$ cat src/hw/rtl/clt_pkg.sv
// ----------------------------------------------------------------------------
// clt_pkg: shared types and constants of the command line tokenizer
// Holds the result item type, the per-byte result bundle and the character
// helpers that the tokenizer datapath and its result buffer use.
// ----------------------------------------------------------------------------
package clt_pkg;

   localparam int unsigned RES_MAX   = 3;
   localparam int unsigned CNT_WIDTH = 2;

   localparam logic [7:0] CH_NUL    = 8'h00;
   localparam logic [7:0] CH_TAB    = 8'h09;
   localparam logic [7:0] CH_LF     = 8'h0A;
   localparam logic [7:0] CH_CR     = 8'h0D;
   localparam logic [7:0] CH_SPACE  = 8'h20;
   localparam logic [7:0] CH_QUOTE  = 8'h22;
   localparam logic [7:0] CH_DASH   = 8'h2D;
   localparam logic [7:0] CH_BSLASH = 8'h5C;
   localparam logic [7:0] CH_LOW_N  = 8'h6E;
   localparam logic [7:0] CH_LOW_R  = 8'h72;
   localparam logic [7:0] CH_LOW_T  = 8'h74;

   typedef struct packed {
      logic [7:0] out_char;
      logic       has_char;
      logic       command_name;
      logic       token_end;
      logic       line_end;
   } result_type;

   typedef struct packed {
      logic [CNT_WIDTH-1:0]     count;
      result_type [RES_MAX-1:0] slot;
   } bundle_type;

   function automatic logic is_ws(input logic [7:0] c);
      is_ws = (c == CH_SPACE) || (c == CH_TAB) || (c == CH_LF) || (c == CH_CR);
   endfunction

   function automatic logic [7:0] decode_escape(input logic [7:0] c);
      logic [7:0] d;
      d = c;
      if (c == CH_LOW_N) d = CH_LF;
      else if (c == CH_LOW_R) d = CH_CR;
      else if (c == CH_LOW_T) d = CH_TAB;
      decode_escape = d;
   endfunction

endpackage

$ cat src/hw/rtl/clt_step.sv
// ----------------------------------------------------------------------------
// clt_step: tokenizer state and per-byte decode
// Holds the scanner state and turns one registered byte into a bundle of up
// to three result items; the state advances when the bundle is taken.
// ----------------------------------------------------------------------------
module clt_step (
   input  logic                clock,
   input  logic                reset,
   input  logic                advance,
   input  logic [7:0]          in_byte,
   input  logic                end_of_line,
   output clt_pkg::bundle_type bundle
);

   localparam logic [1:0] MODE_BETWEEN     = 2'd0;
   localparam logic [1:0] MODE_WORD        = 2'd1;
   localparam logic [1:0] MODE_QUOTED      = 2'd2;
   localparam logic [1:0] MODE_AFTER_QUOTE = 2'd3;
   localparam int unsigned NCAND = 5;

   logic [1:0] mode_ff, mode_in;
   logic       esc_ff, esc_in;
   logic       seen_ff, seen_in;
   logic [7:0] held_ff, held_in;
   logic [1:0] tlen_ff, tlen_in;
   logic       tcmd_ff, tcmd_in;

   logic       is_line;
   logic       do_add;
   logic       do_close;
   logic [7:0] add_c;
   logic [1:0] cnt;
   clt_pkg::result_type cand [NCAND];
   logic [NCAND-1:0]    cen;

   always_comb begin
      mode_in  = mode_ff;
      esc_in   = esc_ff;
      seen_in  = seen_ff;
      held_in  = held_ff;
      tlen_in  = tlen_ff;
      tcmd_in  = tcmd_ff;
      do_add   = 1'b0;
      do_close = 1'b0;
      add_c    = in_byte;
      cen      = '0;
      for (int i = 0; i < NCAND; i++) begin
         cand[i] = '0;
      end
      is_line = (in_byte == clt_pkg::CH_NUL) || end_of_line;

      if (in_byte != clt_pkg::CH_NUL) begin
         unique case (mode_ff) inside
            MODE_WORD, MODE_QUOTED: begin
               if (esc_ff) begin
                  esc_in = 1'b0;
                  do_add = 1'b1;
                  add_c  = clt_pkg::decode_escape(in_byte);
               end else if (in_byte == clt_pkg::CH_BSLASH) begin
                  esc_in = 1'b1;
               end else if (mode_ff == MODE_WORD && clt_pkg::is_ws(in_byte)) begin
                  do_close = 1'b1;
                  mode_in  = MODE_BETWEEN;
               end else if (mode_ff == MODE_QUOTED && in_byte == clt_pkg::CH_QUOTE) begin
                  do_close = 1'b1;
                  mode_in  = MODE_AFTER_QUOTE;
               end else begin
                  do_add = 1'b1;
               end
            end
            MODE_AFTER_QUOTE: begin
               mode_in = MODE_BETWEEN;
            end
            default: begin
               esc_in  = 1'b0;
               held_in = '0;
               tlen_in = '0;
               tcmd_in = 1'b0;
               if (clt_pkg::is_ws(in_byte)) begin
                  mode_in = MODE_BETWEEN;
               end else if (in_byte == clt_pkg::CH_QUOTE) begin
                  mode_in = MODE_QUOTED;
               end else if (in_byte == clt_pkg::CH_BSLASH) begin
                  mode_in = MODE_WORD;
                  esc_in  = 1'b1;
               end else begin
                  mode_in = MODE_WORD;
                  do_add  = 1'b1;
               end
            end
         endcase
      end

      // An escape left open at the end of the line stands for a backslash.
      if (is_line) begin
         if (esc_in) begin
            do_add = 1'b1;
            add_c  = clt_pkg::CH_BSLASH;
         end
         esc_in   = 1'b0;
         do_close = 1'b1;
      end

      // Append one decoded character; a leading dash is held back.
      if (do_add) begin
         if (tlen_in == 2'd0) begin
            held_in = add_c;
            tlen_in = 2'd1;
            if (add_c != clt_pkg::CH_DASH && seen_in) begin
               cen[0]  = 1'b1;
               cand[0] = '{out_char: add_c, has_char: 1'b1, command_name: 1'b0,
                           token_end: 1'b0, line_end: 1'b0};
            end
         end else if (tlen_in == 2'd1 && held_in == clt_pkg::CH_DASH) begin
            tlen_in = 2'd2;
            if (!clt_pkg::is_ws(add_c)) begin
               tcmd_in = 1'b1;
               seen_in = 1'b1;
               cen[0]  = 1'b1;
               cand[0] = '{out_char: add_c, has_char: 1'b1, command_name: 1'b1,
                           token_end: 1'b0, line_end: 1'b0};
            end else if (seen_in) begin
               cen[0]  = 1'b1;
               cand[0] = '{out_char: clt_pkg::CH_DASH, has_char: 1'b1,
                           command_name: 1'b0, token_end: 1'b0, line_end: 1'b0};
               cen[1]  = 1'b1;
               cand[1] = '{out_char: add_c, has_char: 1'b1, command_name: 1'b0,
                           token_end: 1'b0, line_end: 1'b0};
            end
         end else begin
            tlen_in = 2'd2;
            if (tcmd_in || seen_in) begin
               cen[0]  = 1'b1;
               cand[0] = '{out_char: add_c, has_char: 1'b1, command_name: tcmd_in,
                           token_end: 1'b0, line_end: 1'b0};
            end
         end
      end

      // Close the open token; a lone dash becomes an ordinary argument.
      if (do_close) begin
         if (tlen_in == 2'd1 && held_in == clt_pkg::CH_DASH && seen_in) begin
            cen[2]  = 1'b1;
            cand[2] = '{out_char: clt_pkg::CH_DASH, has_char: 1'b1,
                        command_name: 1'b0, token_end: 1'b0, line_end: 1'b0};
         end
         if (tcmd_in || (seen_in && tlen_in != 2'd0)) begin
            cen[3]  = 1'b1;
            cand[3] = '{out_char: clt_pkg::CH_NUL, has_char: 1'b0,
                        command_name: tcmd_in, token_end: 1'b1, line_end: 1'b0};
         end
         held_in = '0;
         tlen_in = '0;
         tcmd_in = 1'b0;
      end

      if (is_line) begin
         mode_in = MODE_BETWEEN;
         seen_in = 1'b0;
         cen[4]  = (cen[3:0] == 4'b0000);
      end

      // Pack the enabled candidates in order into the bundle.
      cnt          = '0;
      bundle.slot  = '0;
      for (int i = 0; i < NCAND; i++) begin
         if (cen[i] && cnt != 2'd3) begin
            bundle.slot[cnt] = cand[i];
            cnt              = cnt + 2'd1;
         end
      end
      if (is_line) begin
         case (cnt)
            2'd1:    bundle.slot[0].line_end = 1'b1;
            2'd2:    bundle.slot[1].line_end = 1'b1;
            2'd3:    bundle.slot[2].line_end = 1'b1;
            default: bundle.slot[0].line_end = 1'b0;
         endcase
      end
      bundle.count = cnt;
   end

   always_ff @(posedge clock) begin
      if (reset) begin
         mode_ff <= MODE_BETWEEN;
         esc_ff  <= 1'b0;
         seen_ff <= 1'b0;
         held_ff <= '0;
         tlen_ff <= '0;
         tcmd_ff <= 1'b0;
      end else if (advance) begin
         mode_ff <= mode_in;
         esc_ff  <= esc_in;
         seen_ff <= seen_in;
         held_ff <= held_in;
         tlen_ff <= tlen_in;
         tcmd_ff <= tcmd_in;
      end
   end

   // Every line leaves the scanner exactly as reset does.
   a_line_resets_state: assert property (@(posedge clock) disable iff (reset)
      (advance && is_line) |=> (mode_ff == MODE_BETWEEN && !esc_ff && !seen_ff &&
                                tlen_ff == 2'd0 && !tcmd_ff))
      else $error("scanner state not cleared after end of line");

   // A line always closes with exactly one marked result, the last one.
   a_line_end_on_last: assert property (@(posedge clock) disable iff (reset)
      (advance && is_line) |->
                  ((bundle.count == 2'd1 && bundle.slot[0].line_end) ||
                   (bundle.count == 2'd2 && bundle.slot[1].line_end &&
                    !bundle.slot[0].line_end) ||
                   (bundle.count == 2'd3 && bundle.slot[2].line_end &&
                    !bundle.slot[1].line_end && !bundle.slot[0].line_end)))
      else $error("line end not on the last result of the line");

endmodule

$ cat src/hw/rtl/clt_result_buf.sv
// ----------------------------------------------------------------------------
// clt_result_buf: result bundle register
// Holds the results of one byte and hands them out one transfer at a time,
// taking the next bundle as the last held result leaves.
// ----------------------------------------------------------------------------
module clt_result_buf (
   input  logic                clock,
   input  logic                reset,
   input  logic                load,
   input  clt_pkg::bundle_type bundle,
   output logic                can_load,
   output logic                rsp_valid,
   input  logic                rsp_stall,
   output clt_pkg::result_type head
);

   clt_pkg::result_type [clt_pkg::RES_MAX-1:0] slot_ff;
   logic [clt_pkg::CNT_WIDTH-1:0]              cnt_ff;
   logic                                       xfer;

   assign rsp_valid = (cnt_ff != '0);
   assign xfer      = rsp_valid && !rsp_stall;
   assign can_load  = (cnt_ff == '0) || (cnt_ff == 2'd1 && xfer);
   assign head      = slot_ff[0];

   always_ff @(posedge clock) begin
      if (reset) begin
         cnt_ff <= '0;
      end else if (load) begin
         cnt_ff <= bundle.count;
      end else if (xfer) begin
         cnt_ff <= cnt_ff - 2'd1;
      end
   end

   always_ff @(posedge clock) begin
      if (load) begin
         slot_ff <= bundle.slot;
      end else if (xfer) begin
         slot_ff[0] <= slot_ff[1];
         slot_ff[1] <= slot_ff[2];
      end
   end

   a_load_when_free: assert property (@(posedge clock) disable iff (reset)
      load |-> can_load)
      else $error("bundle loaded over undelivered results");

endmodule

$ cat src/hw/rtl/command_line_tokenizer_unit.sv
// ----------------------------------------------------------------------------
// command_line_tokenizer_unit: streaming command line tokenizer
// Splits a line into whitespace or quoted tokens, decodes backslash escapes
// and emits command name and argument characters with token and line ends.
// ----------------------------------------------------------------------------
//
//   Channel  Direction  Ports                               Transfer
//   req      in         req_in_byte, req_end_of_line        req_valid & !req_stall
//   rsp      out        rsp_out_char, rsp_has_char,         rsp_valid & !rsp_stall
//                       rsp_command_name, rsp_token_end,
//                       rsp_line_end
//
// A transfer loads the input register; the byte is decoded combinationally and
// its up to three results load into the result register once it can take them;
// the first is then offered at rsp. A byte is taken every cycle while rsp is not
// stalled and each byte yields at most one result; a byte with k results holds
// the result register for k transfers. Reset is synchronous and clears the
// scanner. rsp_stall reaches req_stall at once.
//
module command_line_tokenizer_unit (
   input  logic       clock,
   input  logic       reset,
   input  logic       req_valid,
   output logic       req_stall,
   input  logic [7:0] req_in_byte,
   input  logic       req_end_of_line,
   output logic       rsp_valid,
   input  logic       rsp_stall,
   output logic [7:0] rsp_out_char,
   output logic       rsp_has_char,
   output logic       rsp_command_name,
   output logic       rsp_token_end,
   output logic       rsp_line_end
);

   // Input register: one byte waiting for the decoder.
   logic       in_valid_ff, in_valid_in;
   logic [7:0] byte_ff;
   logic       eol_ff;

   logic                can_load;
   logic                advance;
   clt_pkg::bundle_type bundle;
   clt_pkg::result_type head;

   // The held byte moves on whenever the result register can take its bundle.
   assign advance   = in_valid_ff && can_load;
   assign req_stall = in_valid_ff && !can_load;

   always_comb begin
      in_valid_in = in_valid_ff;
      if (req_valid && !req_stall) begin
         in_valid_in = 1'b1;
      end else if (advance) begin
         in_valid_in = 1'b0;
      end
   end

   always_ff @(posedge clock) begin
      if (reset) begin
         in_valid_ff <= 1'b0;
      end else begin
         in_valid_ff <= in_valid_in;
      end
   end

   always_ff @(posedge clock) begin
      if (req_valid && !req_stall) begin
         byte_ff <= req_in_byte;
         eol_ff  <= req_end_of_line;
      end
   end

   // Scanner state and per-byte decode.
   clt_step u_step (
      .clock       (clock),
      .reset       (reset),
      .advance     (advance),
      .in_byte     (byte_ff),
      .end_of_line (eol_ff),
      .bundle      (bundle)
   );

   // Result register, drained one transfer at a time.
   clt_result_buf u_result_buf (
      .clock     (clock),
      .reset     (reset),
      .load      (advance),
      .bundle    (bundle),
      .can_load  (can_load),
      .rsp_valid (rsp_valid),
      .rsp_stall (rsp_stall),
      .head      (head)
   );

   assign rsp_out_char     = head.out_char;
   assign rsp_has_char     = head.has_char;
   assign rsp_command_name = head.command_name;
   assign rsp_token_end    = head.token_end;
   assign rsp_line_end     = head.line_end;

   // A byte that cannot move on stays in the input register untouched.
   a_held_byte_kept: assert property (@(posedge clock) disable iff (reset)
      (in_valid_ff && !advance) |=> (in_valid_ff && $stable(byte_ff) && $stable(eol_ff)))
      else $error("held input byte lost or changed");

endmodule
$ cat config.mk
export PLATFORM = sky130hd
export DESIGN_NAME = command_line_tokenizer_unit
export DESIGN_NICKNAME = d
export VERILOG_FILES = /design/src/hw/rtl/clt_pkg.sv /design/src/hw/rtl/clt_step.sv /design/src/hw/rtl/clt_result_buf.sv /design/src/hw/rtl/command_line_tokenizer_unit.sv
export SDC_FILE = /design/constraint.sdc
export NUM_CORES = 1
export LEC_CHECK = 0
export BUFFER_PORTS_ARGS = -buffer_cell sky130_fd_sc_hd__buf_4
export CORE_ASPECT_RATIO = 0.8
export CORE_MARGIN = 5
export CORE_UTILIZATION = 44
export CTS_CLUSTER_SIZE = 12
export DETAILED_ROUTE_END_ITERATION = 8
export GPL_TIMING_DRIVEN = 0
export PLACE_DENSITY = 0.7
export SYNTH_ARGS = -nofsm -noshare
export SYNTH_HDL_FRONTEND = slang
export SYNTH_SLANG_ARGS = --single-unit
$ cat constraint.sdc
create_clock -name clock -period 6.05 [get_ports clock]
set_input_delay 0.605 -clock clock [delete_from_list [all_inputs] [get_ports clock]]
set_output_delay 0.605 -clock clock [all_outputs]
set_load 0.01 [all_outputs]
==> metrics.txt <==
most common library cells after synthesis=57 x nand2_1, 37 x edfxtp_1, 31 x nor2_1; Internal Power=0.723 mW; Synth cell types=79; Final #Nets=a little under 500; post-route setup TNS=0 ns; GRT Resource Usage Total=0.185; H-tree levels=2; P_leak=1.73 nW; largest area contributor in the netlist=edfxtp_1; Worst Path Buf+Inv=5; DRC marker count from the first detailed-route iteration=288; core box area=0.00848 sq mm; hold_ws=about 0.46 ns; FF-to-FF setup slack=0.18 ns; crit-path cells=buf_6 > or4_4 > or3_1 > clkbuf_4 > a31o_4 > buf_6 > o311ai_4 > o22ai_2 > nand4bb_4 > or3_4 > fa_2 > inv_4 > ha_2 > nor3_4 > xnor2_2 > inv_1 > ha_2 > nor3b_4 > a31o_4 > a21oi_4 > o311a_4 > a32o_1; die area=0.0107 sq mm; most frequent cell after synthesis=nand2_1; Routed Wire Length=10000 microns; Fin. Hold Viols=0; TritonCTS clock tree=built; Seq pwr share=0.468; simple logic cell fraction of the synthesized area=0.232; clock buffer depth=2; vias in the first global route=2993; antenna fix cells=0; Setup crit end kind=flip-flop; kind of critical path=reg2reg; syn_area_per_cell=9.20 sq um; GP Congestion=0.953; outcome=complete, no violations; Row Count=30; top cell type's share of synthesized area=0.291; cell family with most CP delay=simple AND/OR/NAND/NOR gates; total global routing overflow=0; Post-Syn Instances=415; post-synthesis mux area share=0.0115; crit share post-route=0.970; Synth Area in Compound Gates=0.232; Clock Sinks=55; Post-synth EDFFs=37; clock share of power=0.232; synth warn=0; skew final=0.00925 ns; largest net degree at the start of global routing=25; layout cells sized above 1=0.272; Horiz. Die Dim=114 microns; switching share of power=0.312; Final Max Tran Viols=0; via count=3377; Req. time, crit path=between 6 and 7 ns; fraction of registers with async set/reset=0; Slew HR=0.516; Skew-Pair Late Insertion Delay=0.32 ns; number of max-capacitance violations reported=0; First-pass DRT Iterations=5; drt via density=5.87; area grow syn2layout=20.0%; CP max FO=10; Post-Synthesis Cell Area=0.00382 sq mm; Post-CTS Hold Fix Bufs=0; Max stage delay cell, worst path=fa_2; CP max stage delay=between 0.6 and 0.7 ns; arrival time at the worst endpoint=a little under 6 ns; fraction of the mapped netlist area in adder cells=0.0610; CTS Root Cell=clkbuf_8; placed wire-length estimate=7110 microns; global-route wire length before repair=15600 microns; Port Buffer Count=25; post-route cell area=~0.0046 sq mm; VDD IR max=0.000158 V; Placement Cell Area=0.00416 sq mm; predominant post-synthesis flop cell=edfxtp_1; clock slew at reported path FFs=0.10 ns; Initial Utilization=0.450; Hold WC Path Type=in2reg; Ports=27; Power Dens Cells=~230 mW/mm^2; Slew @ Worst Pin=between 0.7 and 0.8 ns; Yosys reg bits=55; xor and xnor area share after synthesis=0.0115; largest family of logic cells by synthesized area=compound AO/OA/AOI/OAI gates; CTS buffer count=5; Final Non-Filler Cells=approximately 580; Die H=93.3 microns; P_sw=about 0.33 mW; placed insts=554; share of the yosys chip area belonging to registers=0.385; initial antenna violation count=0; Combinational Power Share=0.300; Post-DRT Antenna Nets=0; Final Setup Violations=0; top cells by area, synth=edfxtp_1 29%, dfxtp_1 9.4%, nand2_1 5.6%, ha_1 5.6%, nor2_1 3.0%; Startpoint Class=flip-flop; maximum clock frequency=170 MHz; Tmin final=5.87 ns; mean routed wirelength per cell=roughly 17 microns; DRC errors left=0
-- stage by stage --
step	power [mW]	utilization	setup slack [ns]
CTS	1.04	0.514	0.00390
global route	1.11	0.540	-0.00626
detailed placement	0.787	0.490	-1.15
global placement	0.783	0.490	-0.938
floorplan	0.692	-	0.158
finish	1.05	0.540	0.184
-- cell families (layout without fill, tap and decap cells) --
logic type               count (synthesis)  in the layout
AND/OR/NAND/NOR                        164            164
XOR/XNOR                                 5              5
multiplexers                             4              4
other                                    1              3
buffers and inverters                   53             99
AO/OA/AOI/OAI                          115            115
flip-flops                              55             55
adder cells (fa/ha/maj)                 18             18
-- worst reg2reg max path: stages (launching register included) --
cell and delay, ns:
edfxtp_1 0.39, buf_6 0.16, or4_4 0.52, or3_1 0.33, clkbuf_4 0.18, a31o_4 0.26
buf_6 0.16, o311ai_4 0.13, o22ai_2 0.16, nand4bb_4 0.26, or3_4 0.43, fa_2 0.66
inv_4 0.08, ha_2 0.22, nor3_4 0.22, xnor2_2 0.17, inv_1 0.10, ha_2 0.20
nor3b_4 0.32, a31o_4 0.21, a21oi_4 0.06, o311a_4 0.16, a32o_1 0.26
-- power groups by stage --
stage	Sequential, mW	Combinational, mW	Clock [mW]
2_1_floorplan	0.495	0.197	0
3_3_place_gp	0.496	0.287	0
3_5_place_dp	0.498	0.290	0
4_1_cts	0.491	0.295	0.254
5_1_grt	0.497	0.343	0.269
6_report	0.491	0.315	0.244
-- sequential cells by signal, summed over array words and instances, names as in the netlist, 2 cells and up --
signal and flops:
byte_ff 8, u_result_buf.cnt_ff 2, u_result_buf.head 12, u_result_buf.slot_ff 16, u_step.held_ff 8, u_step.mode_ff 2, u_step.tlen_ff 2
-- cell type report --
type / instances / area (sq um)
Multi-Input combinational cell: 309 / 2310
Fill cell: 775 / 3900
Sequential cell: 55 / 1470
Timing Repair Buffer: 40 / 300
Buffer: 26 / 156
Inverter: 25 / 96.3
Clock buffer: 5 / 68.8
Tap cell: 112 / 140
Clock inverter: 3 / 38.8
-- cell usage in the layout, fill, tap and decap left out, drive strengths merged, types with 5 or more instances in the layout --
cell type   n
o22ai       7
a21oi      18
xnor2       5
nand2      58
nor4b       5
and2        8
nor2b       7
clkbuf     16
o211ai      8
buf        55
nor2       31
nor3        7
a22oi       8
o21ai      21
dfxtp      18
inv        25
edfxtp     37
ha         17
nand3      13
o41ai       5
-- metal layers --
metal / track usage / routed length, microns / part of all wire / vias to the layer above
met5: 0 / 0 / 0 / -
met2: 0.273 / 4470 / 0.45 / 134
met4: 0.0504 / 167 / 0.017 / 0
met3: 0.0239 / 670 / 0.067 / 16
met1: 0.283 / 4720 / 0.47 / 1600
li1: - / - / - / 1627
-- path summary, 6_finish.rpt --
| check | startpoint | to | cells after the start |
|---|---|---|---|
| max | byte_ff[0] | u_result_buf.head[11] | 22 |
| max reg2reg | byte_ff[0] | u_result_buf.head[11] | 22 |
| min | req_in_byte[3] | byte_ff[3] | 1 |
| min reg2reg | u_step.held_ff[3] | u_step.held_ff[3] | 2 |
-- timing repair --
action | CTS | global route
gates resized for setup | 15 | 33
buffers inserted | 5 | 10
pin swaps | 6 | 12
endpoints found under the setup margin | 20 | 20
(Power assumes the default switching activity.)
